$ cat config.mk
export PLATFORM = sky130hd
export DESIGN_NAME = block_rms_peak_level_flat
export DESIGN_NICKNAME = d
export VERILOG_FILES = /design/src/rtl/rpl_pkg.sv /design/src/rtl/rpl_stream_if.sv /design/src/rtl/rpl_front.sv /design/src/rtl/rpl_queue.sv /design/src/rtl/rpl_back.sv /design/src/rtl/block_rms_peak_level.sv /design/src/flat_wrapper.sv
export SDC_FILE = /design/constraint.sdc
export NUM_CORES = 2
export LEC_CHECK = 0
export BUFFER_PORTS_ARGS = -buffer_cell sky130_fd_sc_hd__buf_4
export CELL_PAD_IN_SITES_DETAIL_PLACEMENT = 0
export CELL_PAD_IN_SITES_GLOBAL_PLACEMENT = 1
export CORE_MARGIN = 5
export CORE_UTILIZATION = 40
export DETAILED_ROUTE_END_ITERATION = 10
export GPL_ROUTABILITY_DRIVEN = 0
export PLACE_DENSITY = 0.69
export SYNTH_ARGS = -nofsm -noshare
export SYNTH_HDL_FRONTEND = slang
export SYNTH_SLANG_ARGS = --single-unit
$ cat constraint.sdc
create_clock -name i_clk -period 11.1 [get_ports i_clk]
set_input_delay 2.22 -clock i_clk [delete_from_list [all_inputs] [get_ports i_clk]]
set_output_delay 2.22 -clock i_clk [all_outputs]
set_load 0.005 [all_outputs]
$ cat src/rtl/rpl_pkg.sv
// ============================================================================
// rpl_pkg: shared types and constants of the block RMS / peak level meter
// Register indexes, register reset values and the level mode encoding.
// ============================================================================
`default_nettype none

package rpl_pkg;

    // Configuration port geometry.
    localparam int CFG_INDEX_BITS = 1;
    localparam int CFG_DATA_BITS  = 24;

    // Register indexes on the configuration port.
    localparam logic [CFG_INDEX_BITS-1:0] REG_BLOCK_LENGTH = 1'b0;
    localparam logic [CFG_INDEX_BITS-1:0] REG_LEVEL_MODE   = 1'b1;

    // Width and reset value of the block length register.
    localparam int                       BLOCK_REG_BITS     = 24;
    localparam logic [BLOCK_REG_BITS-1:0] BLOCK_LENGTH_RESET = 24'd800;

    // The square sum is at most this many bits wide and saturates at all ones of its width.
    localparam int MAX_ACC_BITS = 64;

    typedef enum logic {
        LEVEL_RMS  = 1'b0,
        LEVEL_PEAK = 1'b1
    } t_level_mode;

endpackage

`default_nettype wire

$ cat src/rtl/rpl_stream_if.sv
// ============================================================================
// rpl_stream_if: valid/ready stream channel
// Carries one payload word per request from a source to a sink.
// ============================================================================
`default_nettype none

interface rpl_stream_if #(
    parameter int WIDTH = 16
);
    logic             valid;
    logic             ready;
    logic [WIDTH-1:0] data;

    modport source (output valid, output data, input ready);
    modport sink   (input valid, input data, output ready);
endinterface

`default_nettype wire

$ cat src/rtl/rpl_front.sv
// ============================================================================
// rpl_front: sample intake and block accumulation
// Takes samples, squares them, keeps the block sums and posts a finished block.
// ============================================================================
`default_nettype none

module rpl_front
    import rpl_pkg::*;
#(
    parameter int SAMPLE_BITS = 16,
    parameter int COUNT_BITS  = 24,
    parameter int ACC_BITS    = 54
) (
    input  wire logic                      i_clk,
    input  wire logic                      i_rst_n,
    input  wire logic [BLOCK_REG_BITS-1:0] i_block_length,
    input  wire t_level_mode               i_level_mode,
    input  wire logic                      i_valid,
    output logic                           o_ready,
    input  wire logic [SAMPLE_BITS-1:0]    i_sample,
    output logic                           o_push,
    input  wire logic                      i_push_ready,
    output logic [ACC_BITS-1:0]            o_job_sum,
    output logic [COUNT_BITS-1:0]          o_job_length,
    output logic                           o_job_mode,
    output logic [SAMPLE_BITS-1:0]         o_job_peak
);

    localparam int SQ_BITS  = 2 * SAMPLE_BITS - 1;
    localparam int LEN_BITS = (COUNT_BITS < BLOCK_REG_BITS) ? COUNT_BITS : BLOCK_REG_BITS;

    typedef enum logic [1:0] {
        F_IDLE,
        F_SQUARE,
        F_ACCUM
    } t_front_state;

    t_front_state           r_state, n_state;
    logic [SAMPLE_BITS-1:0] r_mag, n_mag;
    logic [SQ_BITS-1:0]     r_sq, n_sq;
    logic [COUNT_BITS-1:0]  r_count, n_count;
    logic [ACC_BITS-1:0]    r_sum, n_sum;
    logic [SAMPLE_BITS-1:0] r_peak, n_peak;

    logic [COUNT_BITS-1:0]  count_inc;
    logic [COUNT_BITS-1:0]  length_raw;
    logic [COUNT_BITS-1:0]  length_eff;
    logic [ACC_BITS:0]      sum_wide;
    logic [ACC_BITS-1:0]    sum_sat;
    logic [SAMPLE_BITS-1:0] peak_upd;
    logic                   block_end;
    logic                   commit;

    // A block length of zero behaves as one.
    assign length_raw = COUNT_BITS'(i_block_length[LEN_BITS-1:0]);
    assign length_eff = (length_raw == '0) ? COUNT_BITS'(1) : length_raw;
    assign count_inc  = r_count + COUNT_BITS'(1);
    assign block_end  = (count_inc >= length_eff);

    assign sum_wide = {1'b0, r_sum} + (ACC_BITS + 1)'(r_sq);
    assign sum_sat  = sum_wide[ACC_BITS] ? '1 : sum_wide[ACC_BITS-1:0];
    assign peak_upd = (r_mag > r_peak) ? r_mag : r_peak;

    // The accumulate step waits while a finished block finds the queue full.
    assign commit = (r_state == F_ACCUM) && (!block_end || i_push_ready);

    assign o_ready      = (r_state == F_IDLE);
    assign o_push       = (r_state == F_ACCUM) && block_end && i_push_ready;
    assign o_job_sum    = sum_sat;
    assign o_job_length = length_eff;
    assign o_job_mode   = i_level_mode;
    assign o_job_peak   = peak_upd;

    always_comb begin
        n_state = r_state;
        n_mag   = r_mag;
        n_sq    = r_sq;
        n_count = r_count;
        n_sum   = r_sum;
        n_peak  = r_peak;
        case (r_state)
            F_IDLE: begin
                if (i_valid) begin
                    // Two's complement negate; the most negative code maps to its
                    // magnitude, which still fits as an unsigned value.
                    n_mag   = i_sample[SAMPLE_BITS-1] ? (~i_sample + SAMPLE_BITS'(1))
                                                      : i_sample;
                    n_state = F_SQUARE;
                end
            end
            F_SQUARE: begin
                n_sq    = SQ_BITS'(r_mag * r_mag);
                n_state = F_ACCUM;
            end
            F_ACCUM: begin
                if (commit) begin
                    n_state = F_IDLE;
                    if (block_end) begin
                        n_count = '0;
                        n_sum   = '0;
                        n_peak  = '0;
                    end else begin
                        n_count = count_inc;
                        n_sum   = sum_sat;
                        n_peak  = peak_upd;
                    end
                end
            end
            default: begin
                n_state = F_IDLE;
            end
        endcase
    end

    always_ff @(posedge i_clk) begin
        r_mag <= n_mag;
        r_sq  <= n_sq;
        if (!i_rst_n) begin
            r_state <= F_IDLE;
            r_count <= '0;
            r_sum   <= '0;
            r_peak  <= '0;
        end else begin
            r_state <= n_state;
            r_count <= n_count;
            r_sum   <= n_sum;
            r_peak  <= n_peak;
        end
    end

endmodule

`default_nettype wire

$ cat src/rtl/rpl_queue.sv
// ============================================================================
// rpl_queue: two-entry job queue
// Holds finished blocks between the accumulator and the level unit.
// ============================================================================
`default_nettype none

module rpl_queue #(
    parameter int WIDTH = 95
) (
    input  wire logic             i_clk,
    input  wire logic             i_rst_n,
    input  wire logic             i_push,
    input  wire logic [WIDTH-1:0] i_data,
    output logic                  o_full,
    input  wire logic             i_pop,
    output logic                  o_valid,
    output logic [WIDTH-1:0]      o_data
);

    logic [WIDTH-1:0] r_entry [2];
    logic             r_wr_ptr, n_wr_ptr;
    logic             r_rd_ptr, n_rd_ptr;
    logic [1:0]       r_fill, n_fill;
    logic             do_push;
    logic             do_pop;

    assign o_full  = (r_fill == 2'd2);
    assign o_valid = (r_fill != 2'd0);
    assign o_data  = r_entry[r_rd_ptr];
    assign do_push = i_push && !o_full;
    assign do_pop  = i_pop && o_valid;

    always_comb begin
        n_wr_ptr = do_push ? ~r_wr_ptr : r_wr_ptr;
        n_rd_ptr = do_pop ? ~r_rd_ptr : r_rd_ptr;
        n_fill   = r_fill + {1'b0, do_push} - {1'b0, do_pop};
    end

    always_ff @(posedge i_clk) begin
        if (do_push) begin
            r_entry[r_wr_ptr] <= i_data;
        end
        if (!i_rst_n) begin
            r_wr_ptr <= 1'b0;
            r_rd_ptr <= 1'b0;
            r_fill   <= 2'd0;
        end else begin
            r_wr_ptr <= n_wr_ptr;
            r_rd_ptr <= n_rd_ptr;
            r_fill   <= n_fill;
        end
    end

endmodule

`default_nettype wire

$ cat src/rtl/rpl_back.sv
// ============================================================================
// rpl_back: level computation
// In RMS mode divides the square sum by the block length one bit per cycle and takes
// the square root two radicand bits per cycle, in peak mode passes the peak, and holds the level until it is taken.
// ============================================================================
`default_nettype none

module rpl_back
    import rpl_pkg::*;
#(
    parameter int SAMPLE_BITS = 16,
    parameter int COUNT_BITS  = 24,
    parameter int ACC_BITS    = 54
) (
    input  wire logic                   i_clk,
    input  wire logic                   i_rst_n,
    input  wire logic                   i_job_valid,
    output logic                        o_job_pop,
    input  wire logic [ACC_BITS-1:0]    i_job_sum,
    input  wire logic [COUNT_BITS-1:0]  i_job_length,
    input  wire logic                   i_job_mode,
    input  wire logic [SAMPLE_BITS-1:0] i_job_peak,
    output logic                        o_valid,
    input  wire logic                   i_ready,
    output logic [SAMPLE_BITS-1:0]      o_level
);

    localparam int ROOT_BITS = (ACC_BITS + 1) / 2;
    localparam int SRC_BITS  = 2 * ROOT_BITS;
    localparam int STEP_BITS = $clog2(ACC_BITS + 1);

    typedef enum logic [1:0] {
        B_IDLE,
        B_DIVIDE,
        B_ROOT,
        B_OUT
    } t_back_state;

    t_back_state            r_state, n_state;
    logic [STEP_BITS-1:0]   r_step, n_step;
    logic [ACC_BITS-1:0]    r_quo, n_quo;
    logic [COUNT_BITS-1:0]  r_den, n_den;
    logic [COUNT_BITS-1:0]  r_rem, n_rem;
    logic [SRC_BITS-1:0]    r_src, n_src;
    logic [ROOT_BITS+1:0]   r_srem, n_srem;
    logic [ROOT_BITS-1:0]   r_root, n_root;
    logic [SAMPLE_BITS-1:0] r_level, n_level;

    logic [COUNT_BITS:0]    div_part;
    logic                   div_ge;
    logic [ROOT_BITS+3:0]   root_part;
    logic [ROOT_BITS+3:0]   root_trial;
    logic                   root_ge;

    // Restoring divide step: bring down the next dividend bit.
    assign div_part = {r_rem, r_quo[ACC_BITS-1]};
    assign div_ge   = (div_part >= {1'b0, r_den});

    // Digit-by-digit root step: bring down two radicand bits, try 4*root+1.
    assign root_part  = {r_srem, r_src[SRC_BITS-1 -: 2]};
    assign root_trial = (ROOT_BITS + 4)'({r_root, 2'b01});
    assign root_ge    = (root_part >= root_trial);

    assign o_job_pop = (r_state == B_IDLE) && i_job_valid;
    assign o_valid   = (r_state == B_OUT);
    assign o_level   = r_level;

    always_comb begin
        n_state = r_state;
        n_step  = r_step;
        n_quo   = r_quo;
        n_den   = r_den;
        n_rem   = r_rem;
        n_src   = r_src;
        n_srem  = r_srem;
        n_root  = r_root;
        n_level = r_level;
        case (r_state)
            B_IDLE: begin
                if (i_job_valid) begin
                    if (t_level_mode'(i_job_mode) == LEVEL_PEAK) begin
                        n_level = i_job_peak;
                        n_state = B_OUT;
                    end else begin
                        n_quo   = i_job_sum;
                        n_den   = i_job_length;
                        n_rem   = '0;
                        n_step  = STEP_BITS'(ACC_BITS);
                        n_state = B_DIVIDE;
                    end
                end
            end
            B_DIVIDE: begin
                n_rem  = div_ge ? COUNT_BITS'(div_part - {1'b0, r_den})
                                : COUNT_BITS'(div_part);
                n_quo  = {r_quo[ACC_BITS-2:0], div_ge};
                n_step = r_step - STEP_BITS'(1);
                if (r_step == STEP_BITS'(1)) begin
                    n_src   = SRC_BITS'({r_quo[ACC_BITS-2:0], div_ge});
                    n_srem  = '0;
                    n_root  = '0;
                    n_step  = STEP_BITS'(ROOT_BITS);
                    n_state = B_ROOT;
                end
            end
            B_ROOT: begin
                n_srem = root_ge ? (ROOT_BITS + 2)'(root_part - root_trial)
                                 : (ROOT_BITS + 2)'(root_part);
                n_root = {r_root[ROOT_BITS-2:0], root_ge};
                n_src  = {r_src[SRC_BITS-3:0], 2'b00};
                n_step = r_step - STEP_BITS'(1);
                if (r_step == STEP_BITS'(1)) begin
                    n_level = SAMPLE_BITS'({r_root[ROOT_BITS-2:0], root_ge});
                    n_state = B_OUT;
                end
            end
            B_OUT: begin
                if (i_ready) begin
                    n_state = B_IDLE;
                end
            end
            default: begin
                n_state = B_IDLE;
            end
        endcase
    end

    always_ff @(posedge i_clk) begin
        r_step  <= n_step;
        r_quo   <= n_quo;
        r_den   <= n_den;
        r_rem   <= n_rem;
        r_src   <= n_src;
        r_srem  <= n_srem;
        r_root  <= n_root;
        r_level <= n_level;
        if (!i_rst_n) begin
            r_state <= B_IDLE;
        end else begin
            r_state <= n_state;
        end
    end

endmodule

`default_nettype wire

$ cat src/rtl/block_rms_peak_level.sv
// Each sample goes through capture, square and accumulate before the intake takes the
// next; the accumulate step waits while the job queue is full, so when every sample
// closes an RMS block the level unit sets the pace. In RMS mode the level unit divides
// the ACC-bit sum and takes a ROOT-bit root (ACC = 2*SAMPLE_BITS-2+COUNT_BITS capped at 64,
// ROOT = (ACC+1)/2; 54 and 27 at the default sizes); in peak mode it passes the peak through.
// Reset is synchronous, active low; it clears the block sums and all control.
// ============================================================================
// block_rms_peak_level: block RMS / peak level meter
// Accumulates signed audio samples per block and reports the RMS or peak level.
// ============================================================================
`default_nettype none

module block_rms_peak_level
    import rpl_pkg::*;
#(
    parameter int SAMPLE_BITS = 16,
    parameter int COUNT_BITS  = 24
) (
    input  wire logic                      i_clk,
    input  wire logic                      i_rst_n,
    input  wire logic                      i_cfg_we,
    input  wire logic [CFG_INDEX_BITS-1:0] i_cfg_index,
    input  wire logic [CFG_DATA_BITS-1:0]  i_cfg_data,
    rpl_stream_if.sink                     i_sample,
    rpl_stream_if.source                   o_level
);

    // A square is at most 2**(2*SAMPLE_BITS-2), so the sum of squares needs 2*SAMPLE_BITS-2
    // bits plus room for the largest count; beyond 64 bits it saturates instead of growing.
    localparam int SUM_FULL_BITS = 2 * SAMPLE_BITS - 2 + COUNT_BITS;
    localparam int ACC_BITS      = (SUM_FULL_BITS > MAX_ACC_BITS) ? MAX_ACC_BITS
                                                                  : SUM_FULL_BITS;
    localparam int JOB_BITS      = ACC_BITS + COUNT_BITS + 1 + SAMPLE_BITS;

    // Configuration registers. User writes must not disturb the running block; unenforced.
    logic [BLOCK_REG_BITS-1:0] r_block_length;
    t_level_mode               r_level_mode;

    always_ff @(posedge i_clk) begin
        if (!i_rst_n) begin
            r_block_length <= BLOCK_LENGTH_RESET;
            r_level_mode   <= LEVEL_RMS;
        end else if (i_cfg_we) begin
            case (i_cfg_index)
                REG_BLOCK_LENGTH: r_block_length <= i_cfg_data[BLOCK_REG_BITS-1:0];
                REG_LEVEL_MODE:   r_level_mode   <= t_level_mode'(i_cfg_data[0]);
                default: begin
                end
            endcase
        end
    end

    // Front: sample intake and block accumulation. A finished block is posted
    // as one job holding the sum, the effective length, the mode and the peak.
    logic                   front_push;
    logic                   queue_full;
    logic [ACC_BITS-1:0]    front_sum;
    logic [COUNT_BITS-1:0]  front_length;
    logic                   front_mode;
    logic [SAMPLE_BITS-1:0] front_peak;

    rpl_front #(
        .SAMPLE_BITS (SAMPLE_BITS),
        .COUNT_BITS  (COUNT_BITS),
        .ACC_BITS    (ACC_BITS)
    ) u_front (
        .i_clk          (i_clk),
        .i_rst_n        (i_rst_n),
        .i_block_length (r_block_length),
        .i_level_mode   (r_level_mode),
        .i_valid        (i_sample.valid),
        .o_ready        (i_sample.ready),
        .i_sample       (i_sample.data[SAMPLE_BITS-1:0]),
        .o_push         (front_push),
        .i_push_ready   (!queue_full),
        .o_job_sum      (front_sum),
        .o_job_length   (front_length),
        .o_job_mode     (front_mode),
        .o_job_peak     (front_peak)
    );

    // Queue between the two halves.
    logic                queue_valid;
    logic                queue_pop;
    logic [JOB_BITS-1:0] queue_data;

    rpl_queue #(
        .WIDTH (JOB_BITS)
    ) u_queue (
        .i_clk   (i_clk),
        .i_rst_n (i_rst_n),
        .i_push  (front_push),
        .i_data  ({front_sum, front_length, front_mode, front_peak}),
        .o_full  (queue_full),
        .i_pop   (queue_pop),
        .o_valid (queue_valid),
        .o_data  (queue_data)
    );

    // Back: divide and square root for RMS, or pass the peak through. The
    // level register doubles as the output stage of the result channel.
    rpl_back #(
        .SAMPLE_BITS (SAMPLE_BITS),
        .COUNT_BITS  (COUNT_BITS),
        .ACC_BITS    (ACC_BITS)
    ) u_back (
        .i_clk        (i_clk),
        .i_rst_n      (i_rst_n),
        .i_job_valid  (queue_valid),
        .o_job_pop    (queue_pop),
        .i_job_sum    (queue_data[JOB_BITS-1 -: ACC_BITS]),
        .i_job_length (queue_data[SAMPLE_BITS+1 +: COUNT_BITS]),
        .i_job_mode   (queue_data[SAMPLE_BITS]),
        .i_job_peak   (queue_data[SAMPLE_BITS-1:0]),
        .o_valid      (o_level.valid),
        .i_ready      (o_level.ready),
        .o_level      (o_level.data[SAMPLE_BITS-1:0])
    );

endmodule

`default_nettype wire

$ cat src/flat_wrapper.sv
// flat-port wrapper written by rule: the top's interface ports become plain ports
module block_rms_peak_level_flat import rpl_pkg::*;
#(
    parameter int SAMPLE_BITS = 16,
    parameter int COUNT_BITS  = 24
)
  (i_clk, i_rst_n, i_cfg_we, i_cfg_index, i_cfg_data, i_sample_valid, i_sample_data, i_sample_ready, o_level_valid, o_level_data, o_level_ready);
  rpl_stream_if i_sample_i ();
  rpl_stream_if o_level_i ();
  input  wire logic i_clk;
  input  wire logic i_rst_n;
  input  wire logic i_cfg_we;
  input  wire logic [CFG_INDEX_BITS-1:0] i_cfg_index;
  input  wire logic [CFG_DATA_BITS-1:0] i_cfg_data;
  input wire logic [$bits(i_sample_i.valid)-1:0] i_sample_valid;
  input wire logic [$bits(i_sample_i.data)-1:0] i_sample_data;
  output wire logic [$bits(i_sample_i.ready)-1:0] i_sample_ready;
  output wire logic [$bits(o_level_i.valid)-1:0] o_level_valid;
  output wire logic [$bits(o_level_i.data)-1:0] o_level_data;
  input wire logic [$bits(o_level_i.ready)-1:0] o_level_ready;
  assign i_sample_i.valid = i_sample_valid;
  assign i_sample_i.data = i_sample_data;
  assign i_sample_ready = i_sample_i.ready;
  assign o_level_valid = o_level_i.valid;
  assign o_level_data = o_level_i.data;
  assign o_level_i.ready = o_level_ready;
  block_rms_peak_level #(.SAMPLE_BITS(SAMPLE_BITS), .COUNT_BITS(COUNT_BITS)) u_core (.i_clk(i_clk), .i_rst_n(i_rst_n), .i_cfg_we(i_cfg_we), .i_cfg_index(i_cfg_index), .i_cfg_data(i_cfg_data), .i_sample(i_sample_i), .o_level(o_level_i));
endmodule
==> impl.org <==
** Status
- Outcome :: completed

** Clock tree
- The tree is rooted in a sky130_fd_sc_hd__clkbuf_16.
- The clock net in this run drives a total of 598 sinks.
- The number of gates resized after CTS was 0.
- Later-pin clock latency in the skew report :: a little over 0.6 ns
- Total number of H-tree levels :: 3
- TritonCTS built the clock tree.
- Number of CTS-inserted buffers :: 70
- Clock slew seen by the registers of the worst setup and hold paths :: 0.06 ns
- The clock passes through at most 3 buffers.
- In this run, post-CTS hold repair placed 0 buffers.
- After clock tree synthesis, the setup repair step added 0 buffers.

** Timing
- Worst slew pin tran :: 1.218 ns
- Setup WS post-layout :: 4.143 ns
- Setup repair after global routing left no endpoint under its margin.
- The number of endpoints with negative hold slack in the final report is 0.
- Highest clock rate :: 0.1437 GHz
- On the final layout, the worst hold slack is 0.4559 ns.
- Worst-case headroom to the max-slew limit :: 0.1856
- Share of the clock period used by the worst path :: 0.6268
- Final-report max-slew violation count :: 0
- Setup violations remaining at the end of the flow were counted as 0.
- Min Tclk post-route :: 6.957 ns
- For the final database, setup skew stands at ~0.028 ns.
- In the final timing run, aggregate negative setup slack is 0 ns.

** Worst setup path
- Startpoint type of the worst setup path :: flop
- Worst Path Max Fanout :: 16
- Worst Setup End Kind :: flop
- For the worst setup path, the data required time is 11.46 ns.
- The critical path is of the reg -> reg type.
- Data arrives at the worst endpoint at 7.32 ns.

** Floorplanning
- In this run the core area contains approximately 110 standard-cell rows.
- I/O pin total :: 64
- Full die area :: 97770 um2
- Horiz. Die Dim :: 312.7 um
- Core Region :: ~91000 um2
- The initial utilization of the core area, before any placement, comes to 0.4016.
- From bottom edge to top edge, the die measures 312.7 um.

** Power
- Power per standard cell area :: 286.6 nW/um2
- In this run the static leakage power is 16.34 nW.
- Across the VDD grid, the largest voltage drop is 0.3857 mV.

** Final layout
- Count of antenna diodes in the layout :: 0
- In the final design database the tool counted 3814 nets.
- For this run, the number of standard cells in the final layout without fillers is 4614.
- Most common cell after layout, fill and taps aside :: sky130_fd_sc_hd__edfxtp_1
- Share of cells above drive strength 1 :: 0.1009
- Final standard cell utilization of the core :: 0.4459
- The library cells used most frequently in the layout, excluding fill and tap cells, are sky130_fd_sc_hd__edfxtp_1 (470), sky130_fd_sc_hd__inv_1 (382), sky130_fd_sc_hd__nand2_1 (346), sky130_fd_sc_hd__ha_1 (230), sky130_fd_sc_hd__a21oi_1 (188).
- Layout area overhead :: 11.03%

** Routing
- In this run, the number of DRC markers left after iteration 0 of detailed routing was 1332.
- The routed design has 78950 um of wire.
- The count of nets left with antenna violations once routing finished came out at 0.
- The final route contains 23.97k vias.
- Using the TritonRoute via totals, the vias-per-cell ratio works out to 5.194.
- Average detailed-routed wire length per instance :: 17.11 um
- In the routed design, unresolved DRC markers number 0.
- Count of TritonRoute iterations in the first routing pass :: 5

** Logic synthesis
- Of the post-synthesis cell area, the dominant cell type holds 0.3851.
- Post-synthesis register bit count :: 598
- The area fraction in compound gates after synthesis is 0.1265.
- The synthesized design contains 470 enable-type register cells.
- After synthesis, the mean cell area works out to about 11 um2.
- Of all flip-flops after synthesis, the portion carrying an async set or reset was 0.
- Gate count after technology mapping :: 3371
- Synth Area in Simple Gates :: 0.1025
- Synthesized net count :: 3813
- For this run, the number of Yosys warnings is 0.
- Sequential area share after synthesis :: 0.4550
- Most used DFF post-synth :: sky130_fd_sc_hd__edfxtp_1
- Cell accounting for the most synthesized area :: sky130_fd_sc_hd__edfxtp_1
- Xor/xnor cell area share of the yosys netlist :: 0.03537
- Multiplexer share of the synthesized area :: 0.05469
- Main combinational cell family by area after synthesis :: adder cells
- Area share of fa/ha/maj cells after synthesis :: 0.1688
- Dominant cells by area after synthesis :: sky130_fd_sc_hd__edfxtp_1 (39%), sky130_fd_sc_hd__fa_1 (9.0%), sky130_fd_sc_hd__ha_1 (7.9%)
- Cell Area, Synth :: 36650 um2
- After synthesis, the netlist uses 94 different library cells.

** Placement
- Counting tap cells, the placed design contains a total of 4486 instances.
- Prior to clock tree synthesis, the placed netlist has a worst setup slack of 4.194 ns.
- Input/output buffers :: 63
- Detailed placement finished with a half-perimeter wire length of 55370 um.

** Global route
- The number of global-route vias before repair was about 24k.
- First-pass GRT wire length :: around 130000 um
- Global routing usage summed across all routing layers :: 0.1611
- Global routing finished with a remaining overflow of 0.
- Pin count of the biggest net entering global routing :: slightly above 90
- Antenna violations before repair :: 0

** Min path
- The worst hold path belongs to the class reg -> reg.

** Job
- Max-cap violation count :: 0
## area by class of cell
class                   count  area, um2
clock buffers              95       1937
repair buffers             86      645.6
multi-input cells        2232      17990
clock inverters            33      513.0
flip-flops and latches    598      16680
fillers                  8543      50560
inverters                 384       1441
well taps                1186       1484
## path summary, 6_finish.rpt
kind                            slack (ns)                               endpoint  cells past startpoint                                   from
worst min-delay path                  0.46  u_core.r_block_length[0]$_SDFFE_PN0P_                      2  u_core.r_block_length[0]$_SDFFE_PN0P_
worst max-delay path                  4.14      u_core.u_front.r_sq[29]$_DFFE_PN_                     22      u_core.u_front.r_mag[8]$_DFFE_PP_
worst max register to register        4.14      u_core.u_front.r_sq[29]$_DFFE_PN_                     22      u_core.u_front.r_mag[8]$_DFFE_PP_
worst min register to register        0.46  u_core.r_block_length[0]$_SDFFE_PN0P_                      2  u_core.r_block_length[0]$_SDFFE_PN0P_
## synthesized netlist by cell type, types with 24 or more instances
cell and n:
sky130_fd_sc_hd__a21o_1 61, sky130_fd_sc_hd__a21oi_1 189, sky130_fd_sc_hd__a22o_1 55, sky130_fd_sc_hd__and2_1 72, sky130_fd_sc_hd__clkbuf_1 119, sky130_fd_sc_hd__dfxtp_1 128, sky130_fd_sc_hd__edfxtp_1 470, sky130_fd_sc_hd__fa_1 164
sky130_fd_sc_hd__ha_1 232, sky130_fd_sc_hd__inv_1 383, sky130_fd_sc_hd__mux2_2 90, sky130_fd_sc_hd__mux2i_1 99, sky130_fd_sc_hd__nand2_1 346, sky130_fd_sc_hd__nand3_1 47, sky130_fd_sc_hd__nand4_1 26, sky130_fd_sc_hd__nor2_1 169
sky130_fd_sc_hd__nor3_1 24, sky130_fd_sc_hd__o21a_1 28, sky130_fd_sc_hd__o21ai_0 148, sky130_fd_sc_hd__o21bai_1 29, sky130_fd_sc_hd__xnor2_1 96, sky130_fd_sc_hd__xor2_1 52
## power breakdown
part           internal [mW]  switching, mW
clock                   1.51          0.940
sequential              3.12          0.187
combinational           2.51           3.38
## stage by stage
stage	power (mW)	area [um2]
after floorplan	8.055	36650
after global placement	9.297	38240
after detailed placement	9.309	38240
after CTS	11.84	40690
after global routing	12.75	40690
final	11.66	40690
## state kept, by name, summed over array words and instances, names as in the netlist, named ones only
register and flops:
u_core.u_back.o_level 16, u_core.u_front.r_state 2, u_core.r_block_length 24, u_core.u_front.r_sum 54, u_core.u_front.r_peak 16, u_core.u_back.r_step 6, u_core.u_queue.r_entry 190, u_core.u_queue.r_fill 2
u_core.u_queue.r_wr_ptr 1, u_core.u_back.r_root 27, u_core.u_queue.r_rd_ptr 1, u_core.u_front.r_mag 16, u_core.u_back.r_srem 29, u_core.u_back.r_src 54, u_core.u_back.r_quo 54, u_core.u_front.r_count 24
u_core.u_front.r_sq 30, u_core.u_back.r_state 2, u_core.r_level_mode 1, u_core.u_back.r_rem 24, u_core.u_back.r_den 24
## critical path: stages, from the launching register on
cell,delay (ns)
sky130_fd_sc_hd__edfxtp_1,0.78
sky130_fd_sc_hd__nand2_1,0.25
sky130_fd_sc_hd__fa_1,0.61
sky130_fd_sc_hd__fa_1,0.41
sky130_fd_sc_hd__inv_1,0.07
sky130_fd_sc_hd__ha_1,0.14
sky130_fd_sc_hd__inv_1,0.05
sky130_fd_sc_hd__fa_1,0.49
sky130_fd_sc_hd__inv_1,0.05
sky130_fd_sc_hd__fa_1,0.47
sky130_fd_sc_hd__inv_1,0.05
sky130_fd_sc_hd__fa_1,0.52
sky130_fd_sc_hd__inv_1,0.04
sky130_fd_sc_hd__ha_1,0.36
sky130_fd_sc_hd__a2111oi_0,0.44
sky130_fd_sc_hd__o21ai_1,0.22
sky130_fd_sc_hd__a2111oi_2,0.51
sky130_fd_sc_hd__a211oi_1,0.24
sky130_fd_sc_hd__nor4_2,0.26
sky130_fd_sc_hd__o31ai_1,0.20
sky130_fd_sc_hd__a211o_1,0.29
sky130_fd_sc_hd__a21oi_1,0.17
sky130_fd_sc_hd__xnor2_1,0.07
## metal layers
| metal | wire length, um | vias to the layer above | GRT usage |
|---|---|---|---|
| li1 | - | 11840 | - |
| met1 | 38090 | 11730 | 0.2277 |
| met2 | 36890 | 312 | 0.2641 |
| met3 | 2779 | 86 | 0.02598 |
| met4 | 1195 | 0 | 0.03486 |
| met5 | 0 | - | 0 |
## kinds of logic after synthesis
group	Yosys count
xor+xnor	148
buf+inv	541
fa+ha+maj	396
flops	598
compound gates	693
mux	189
simple gates	806
(Power assumes the default switching activity.)
